[config.mk]
export PLATFORM = sky130hd
export DESIGN_NAME = stbs_search_ctrl
export DESIGN_NICKNAME = d
export VERILOG_FILES = /design/src/hdl/stbs_pkg.sv /design/src/hdl/stbs_search_ctrl.sv
export SDC_FILE = /design/constraint.sdc
export NUM_CORES = 1
export LEC_CHECK = 0
export BUFFER_PORTS_ARGS = -buffer_cell sky130_fd_sc_hd__buf_2
export CORE_UTILIZATION = 28
export CTS_CLUSTER_DIAMETER = 50
export DETAILED_ROUTE_END_ITERATION = 8
export GPL_TIMING_DRIVEN = 0
export MAX_ROUTING_LAYER = met4
export PLACE_DENSITY = 0.55
export SKIP_LAST_GASP = 1
export SLEW_MARGIN = 20
export SYNTH_ARGS = -nofsm -noshare
export SYNTH_HDL_FRONTEND = slang
export SYNTH_SLANG_ARGS = --single-unit
[constraint.sdc]
create_clock -name clk -period 3.4 [get_ports clk]
set_input_delay 0.68 -clock clk [delete_from_list [all_inputs] [get_ports clk]]
set_output_delay 0.68 -clock clk [all_outputs]
set_load 0.05 [all_outputs]
[src/hdl/stbs_pkg.sv]
// shared types and constants for the sorted table binary search block
package stbs_pkg;

    localparam int unsigned KEY_W    = 32;
    localparam int unsigned INDEX_W  = 9;
    localparam int unsigned COUNT_W  = 10;
    localparam int unsigned PROBES_W = 4;

    typedef enum logic
    {
        OP_LOAD   = 1'b0,
        OP_SEARCH = 1'b1
    } stbs_op_t;

    typedef struct packed
    {
        logic [PROBES_W-1:0] comparisons;
        logic                found;
    } stbs_result_t;

endpackage

[src/hdl/stbs_search_ctrl.sv]
// search sequencer: holds the bounds, issues probe reads and compares
module stbs_search_ctrl #(
    parameter int unsigned TABLE_DEPTH = 512
) (
    input  logic                            clk,
    input  logic                            rst_n,
    input  logic                            begin_search,
    input  logic [stbs_pkg::COUNT_W-1:0]    entry_count,
    input  logic [stbs_pkg::KEY_W-1:0]      target_value,
    input  logic [stbs_pkg::KEY_W-1:0]      rdata,
    output logic                            re,
    output logic [$clog2(TABLE_DEPTH)-1:0]  raddr,
    output logic                            busy,
    output logic                            done,
    output stbs_pkg::stbs_result_t          result
);
    import stbs_pkg::*;

    localparam int unsigned AW = $clog2(TABLE_DEPTH);
    localparam int unsigned NW = $clog2(TABLE_DEPTH + 1);
    localparam int unsigned CW = (NW > COUNT_W) ? NW : COUNT_W;

    typedef enum logic [1:0]
    {
        ST_IDLE,
        ST_PROBE,
        ST_COMPARE
    } state_t;

    state_t               state_reg;
    logic [NW-1:0]        lo_reg;
    logic [NW-1:0]        hp_reg;     // high bound plus one
    logic [AW-1:0]        mid_reg;
    logic [KEY_W-1:0]     target_reg;
    logic [PROBES_W-1:0]  probes_reg;
    logic                 done_reg;
    stbs_result_t         result_reg;

    logic [NW-1:0]        n_sat;
    logic [CW-1:0]        count_ext;
    logic [NW:0]          mid_sum;
    logic [AW-1:0]        mid;
    logic [NW-1:0]        mid_plus1;
    logic [PROBES_W-1:0]  probes_next;
    logic                 key_eq;
    logic                 key_lt;

    // saturate the count to the table depth
    always_comb
    begin
        count_ext = CW'(entry_count);
        if (count_ext > CW'(TABLE_DEPTH))
        begin
            n_sat = NW'(TABLE_DEPTH);
        end
        else
        begin
            n_sat = count_ext[NW-1:0];
        end
    end

    // midpoint of lo and hi, rounding down
    assign mid_sum     = (NW + 1)'(lo_reg) + (NW + 1)'(hp_reg) - (NW + 1)'(1);
    assign mid         = mid_sum[AW:1];
    assign mid_plus1   = NW'(mid_reg) + NW'(1);
    assign probes_next = probes_reg + PROBES_W'(1);
    assign key_eq      = (rdata == target_reg);
    assign key_lt      = ($signed(rdata) < $signed(target_reg));

    always_ff @(posedge clk or negedge rst_n)
    begin
        if (!rst_n)
        begin
            state_reg  <= ST_IDLE;
            done_reg   <= 1'b0;
            lo_reg     <= '0;
            hp_reg     <= '0;
            mid_reg    <= '0;
            target_reg <= '0;
            probes_reg <= '0;
            result_reg <= '0;
        end
        else
        begin
            done_reg <= 1'b0;
            unique case (state_reg)
                ST_IDLE:
                begin
                    if (begin_search)
                    begin
                        target_reg <= target_value;
                        lo_reg     <= '0;
                        hp_reg     <= n_sat;
                        probes_reg <= '0;
                        if (n_sat == '0)
                        begin
                            // empty range: answer at once
                            done_reg               <= 1'b1;
                            result_reg.comparisons <= '0;
                            result_reg.found       <= 1'b0;
                        end
                        else
                        begin
                            state_reg <= ST_PROBE;
                        end
                    end
                end
                ST_PROBE:
                begin
                    mid_reg   <= mid;
                    state_reg <= ST_COMPARE;
                end
                ST_COMPARE:
                begin
                    probes_reg <= probes_next;
                    if (key_eq)
                    begin
                        done_reg               <= 1'b1;
                        result_reg.comparisons <= probes_next;
                        result_reg.found       <= 1'b1;
                        state_reg              <= ST_IDLE;
                    end
                    else if (key_lt)
                    begin
                        lo_reg <= mid_plus1;
                        if (mid_plus1 < hp_reg)
                        begin
                            state_reg <= ST_PROBE;
                        end
                        else
                        begin
                            done_reg               <= 1'b1;
                            result_reg.comparisons <= probes_next;
                            result_reg.found       <= 1'b0;
                            state_reg              <= ST_IDLE;
                        end
                    end
                    else
                    begin
                        hp_reg <= NW'(mid_reg);
                        if (lo_reg < NW'(mid_reg))
                        begin
                            state_reg <= ST_PROBE;
                        end
                        else
                        begin
                            done_reg               <= 1'b1;
                            result_reg.comparisons <= probes_next;
                            result_reg.found       <= 1'b0;
                            state_reg              <= ST_IDLE;
                        end
                    end
                end
                default:
                begin
                    state_reg <= ST_IDLE;
                end
            endcase
        end
    end

    assign re     = (state_reg == ST_PROBE);
    assign raddr  = mid;
    assign busy   = (state_reg != ST_IDLE);
    assign done   = done_reg;
    assign result = result_reg;

endmodule

Word level (Yosys, flattened, before mapping)
Index checks and enable logic that the tools add are counted.

Shifts and indexed selects: 0. Bitwise operators: 0. Add/sub/neg operators: 4. Divide/modulo/power cells: 0. Reduce and logical (&&, ||, !) cells: 10. Eq/ne operators: 11. Multiplexer cells: 32. Order comparisons: 4. Multiply operators: 0.

Operator list (number): $mux 10 (7); $pmux 10 s2 (2); $eq 32x32->1 (1); $lt 32x32->1 (1); $mux 5 (6); $ne 2x2->1 const B (6); $add 10x10->10 (1); $add 9x1->10 const B (1); $gt 10x10->1 const B (1); $logic_not 10->1 (1); $lt 10x10->1 (1); $lt 10x9->1 (1); $pmux 5 s2 (1); $sub 10x1->10 const B (1); $mux 1 (8); $mux 2 (4); $ne 4x4->1 const B (2); $pmux 4 s2 (1); $reduce_and 4->1 (2); $pmux 2 s3 (1); $reduce_and 2->1 (3); $reduce_and 5->1 (1); $add 4x1->4 const B (1); $mux 4 (1); other kinds (5) (6).

Word-level logic and storage cells: 70. Output and inout bits: 17. Bits in latches: 0. Register bits after elaboration: 73. Bits in read-only memories: 0. Bits in writable memories: 0. Input port bits: 77. Memories kept: 0.

Logic depth before layout (Yosys ltp)
Word-level depth: 6. Depth in mapped cells: 14. Mapped depth without buffers: 14.

Least setup slack after synthesis
OpenSTA, ideal clock, no wires.

Path kind: register to output. Start: register lo_reg[1]. End: output raddr[8]. Data required time: 2.720 ns. Buffers on the path: 0. Stages on the path, launching flop included: 15. Arrival time: 2.928 ns. Path slack: -0.208 ns. Cell sequence: dfrtp_1 -> inv_1 -> ha_1 -> inv_1 -> ha_1 -> inv_1 -> fa_1 -> nor2b_1 -> o21ai_0 -> a21boi_0 -> o21ai_0 -> a21boi_0 -> o21ai_0 -> and3_1 -> nor2_1.

Longest elaborated chain between the ends: 2.

RTL lines: start, declared (RTL line stbs_search_ctrl.sv:31) `logic [NW-1:0] lo_reg;`; start signal, assigned (RTL line stbs_search_ctrl.sv:125) `lo_reg <= mid_plus1;`; $add 10x10->10 (RTL line stbs_search_ctrl.sv:63) `assign mid_sum = (NW + 1)'(lo_reg) + (NW + 1)'(hp_reg) - (NW + 1)'(1);`; $sub 10x1->10 (RTL line stbs_search_ctrl.sv:63); end, declared (RTL line stbs_search_ctrl.sv:12) `output logic [$clog2(TABLE_DEPTH)-1:0] raddr,`.

Every way passes these cells.

Worst setup path in the final report
Same ends and word-level chain as after synthesis.

==> out/metrics.yaml <==
timing:
  hold_slack_ns: 0.245
  setup_ws_ns: -0.125
  fmax_mhz: 284
  final.period_utilization_pct: 104
  maxSlewHeadroom_pct: 50.8
  hold_viol_final: 0
  drv_slew: 0
  period_minus_slack_ns: 3.53
  rsz0062_at_grt: "true"
  finalSetupViolations: 1
  fin_skew_ns: 0.00768
  worstMarginPinSlew_ns: 0.735
setup_path:
  rrSetupSlack_ns: 0.46
  crit_path_cell_trace: "inv_1, ha_1, inv_1, ha_2, inv_2, fa_2, nor2b_2, o21ai_2, a21boi_2, o21ai_2, a21boi_2, o21ai_2, and3_1, nor2_2, buf_6"
  r2r_cells: 11
  reg2reg_to: "result[1]$_DFFE_PN0P_"
  path_buf_inv: 4
  r2r_start: "mid_reg[0]$_DFFE_PN0P_"
  crit_arrival_ns: 2.85
  cp_slowest_cell: "dfrtp_1"
  worstPathMaxFanout: 2
  cp.required_ns: 2.72
  critical_path.max_stage_delay_ns: 0.36
  path_delay_family: "adder cells"
  cp-end-kind: "primary output"
  crit_top_cell: "o21ai_2"
  startpoint_type: "flip-flop"
  criticalPathCategory: "flip-flop to primary output"
floorplanning:
  fp.coreArea_sq_um: 16800
  start_util_pct: 29.0
  die_y_um: 134
  dieArea_sq_um: 17900
  fp.dieW_um: 134
  rows: 47
  io_pins: 94
grt:
  grt_max_degree: 50
  grt_overflow: 0
  globalRouteTotalUtil_pct: 15.4
  antenna_found_initial: 0
  grt_first_pass_wirelength_um: 20500
  grt_pass1_vias: 3976
route:
  wire_per_inst_um: 14.2
  vias_per_cell: 4.56
  drt_iter0_markers: 201
  vias: 3973
  drtPass1Iterations: 4
  ant_nets: 0
  routed_wl_um: 12400
  drc_errors: 0
synthesis:
  syn_avg_cell_area_sq_um: 9.08
  synth-main-ff-cell: "dfrtp_1"
  yosys-top-cells-area: "dfrtp_1, ha_1, inv_1"
  yosysSeqAreaShare_pct: 37.5
  syn_area_sq_um: 4870
  synthArstFlopShare_pct: 100
  yosysTopAreaCellShare_pct: 37.5
  yosysUniqueCellTypes: 51
  synth_top_area_cell: "dfrtp_1"
  synth-edff-count: 0
  synth-seq-cells: 73
  syn_nets: 681
  yosysWarnings: 0
  synthCells: 536
cts:
  clk_pin_slew_ns: 0.06
  holdBufCountCts: 0
  cts.sinks: 73
  cts_root_buffer: "clkbuf_16"
  clkLatencyLatePin_ns: 0.35
  cts_tree: "built"
  clockBufferDepth: 2
  ctsHtreeMaxLevel: 3
  cts_buffers: 9
run_status:
  failed_checks: "setup timing"
  status: "complete, but fails checks"
flow_run:
  drv_cap: 0
place:
  io_buffers: 92
  dpl.hpwl_um: 9630
  gp_congestion: 0.761
  place_inst: 849
final_layout:
  synthToLayoutAreaGrowth_pct: 24.6
  largest_register_ffs: 32
  final_nets: 792
  nFillCells: 1755
  final_cells: 872
  diodes: 0
  layout-drive-gt1-share_pct: 24.5
hold_path:
  worstHoldPathType: "input pin to asynchronous set/reset pin"
==> kinds of logic (layout without fill, tap and decap cells) <==
| group | Yosys count | count (layout) | synth area share (%) |
|---|---|---|---|
| xor gates and xnor gates | 15 | 15 | 2.70 |
| AOI/OAI and AO/OA | 119 | 119 | 15.3 |
| buffers and inverters | 101 | 217 | 8.10 |
| and+or+nand+nor | 138 | 138 | 13.6 |
| muxes | 22 | 22 | 5.14 |
| adders and majority gates | 68 | 68 | 17.6 |
| DFF | 73 | 73 | 37.5 |
==> cells in the mapped netlist, types with 6 or more instances <==
| library cell | n |
|---|---|
| a21o_1 | 13 |
| a21oi_1 | 21 |
| clkbuf_1 | 11 |
| dfrtp_1 | 73 |
| ha_1 | 67 |
| inv_1 | 87 |
| mux2i_1 | 12 |
| nand2_1 | 67 |
| nand3_1 | 12 |
| nand4_1 | 6 |
| nor2_1 | 20 |
| nor3b_1 | 7 |
| o21ai_0 | 50 |
| o21ai_1 | 7 |
| xnor2_1 | 12 |
==> cells in the final DEF, fill, tap and decap left out, types with 3 or more instances in the layout <==
cell type / n
mux2i_1: 12
clkinv_2: 4
xnor2_1: 12
nand2b_1: 5
a211oi_1: 4
xor2_1: 3
dfrtp_1: 73
clkbuf_16: 9
o21ai_0: 45
buf_4: 10
or2_2: 3
a21oi_1: 17
mux2_2: 5
inv_1: 83
ha_1: 65
inv_2: 4
nand3_1: 12
buf_6: 4
mux2_4: 4
o21ai_2: 4
and3_1: 4
nand4_1: 6
o21ai_1: 8
a21o_1: 13
nor2_1: 18
clkbuf_1: 11
buf_2: 87
a22oi_1: 3
a21oi_2: 4
nor3b_1: 7
nand2_1: 67
o211ai_1: 3
nor3_1: 3
==> per-stage QoR <==
step	cell area (sq um)	TNS (ns)	util, %	setup WS [ns]
5_1_grt	6060	-0.462	36.2	-0.298
3_5_place_dp	5640	-0.327	33.6	-0.327
6_report	6060	-0.125	36.2	-0.125
3_3_place_gp	5610	-0.356	33.4	-0.356
2_1_floorplan	4870	0	-	0.0146
4_1_cts	6000	-0.224	35.8	-0.206
==> worst max path at each step <==
stage,from,to,slack (ns),depth (start not counted)
5_1_grt,lo_reg[1]$_DFFE_PN0P_,raddr[8],-0.30,15
3_3_place_gp,lo_reg[1]$_DFFE_PN0P_,raddr[8],-0.36,15
4_1_cts,lo_reg[1]$_DFFE_PN0P_,raddr[8],-0.21,15
3_5_place_dp,lo_reg[1]$_DFFE_PN0P_,raddr[8],-0.33,15
6_report,lo_reg[1]$_DFFE_PN0P_,raddr[8],-0.13,15
2_1_floorplan,lo_reg[1]$_DFFE_PN0P_,raddr[8],0.01,14
==> metal layers <==
layer / vias to the layer above / global-route usage, % / share of wire, %
met5: - / - / 0
met4: 0 / 6.25 / 1.9
met3: 13 / 2.15 / 3.0
met2: 69 / 23.3 / 46
met1: 1851 / 20.5 / 49
li1: 2040 / - / -
==> worst register-to-register path: cells and delay by family (launching register included) <==
family,cells,cell delay (ns)
XOR/XNOR,1,0.21
AND/OR/NAND/NOR,4,0.81
AO/OA/AOI/OAI,3,0.57
flip-flops,1,0.51
multiplexers,2,0.45
adder cells (fa/ha/maj),1,0.28
==> final cells by class <==
cell class              count  area [sq um]  share of cell area [%]
plain buffers              14          67.6                    1.11
clock buffers              10           239                    3.94
clock inverters             6          57.6                   0.949
inverters                  87           327                    5.39
multi-input cells         362          2710                    44.7
flip-flops and latches     73          1830                    30.1
well taps                 220           275                    4.54
repair buffers            100           561                    9.25
==> what timing repair did <==
item | in CTS | in global routing
pin swaps | 8 | 6
resized for setup | 19 | 14
endpoints found under the setup margin | 3 | 4
cloned | 0 | 0
buffers inserted | 3 | 4
Power is not shown: default switching activity piles up to over one toggle a cycle in this logic, so the estimate is an artifact.
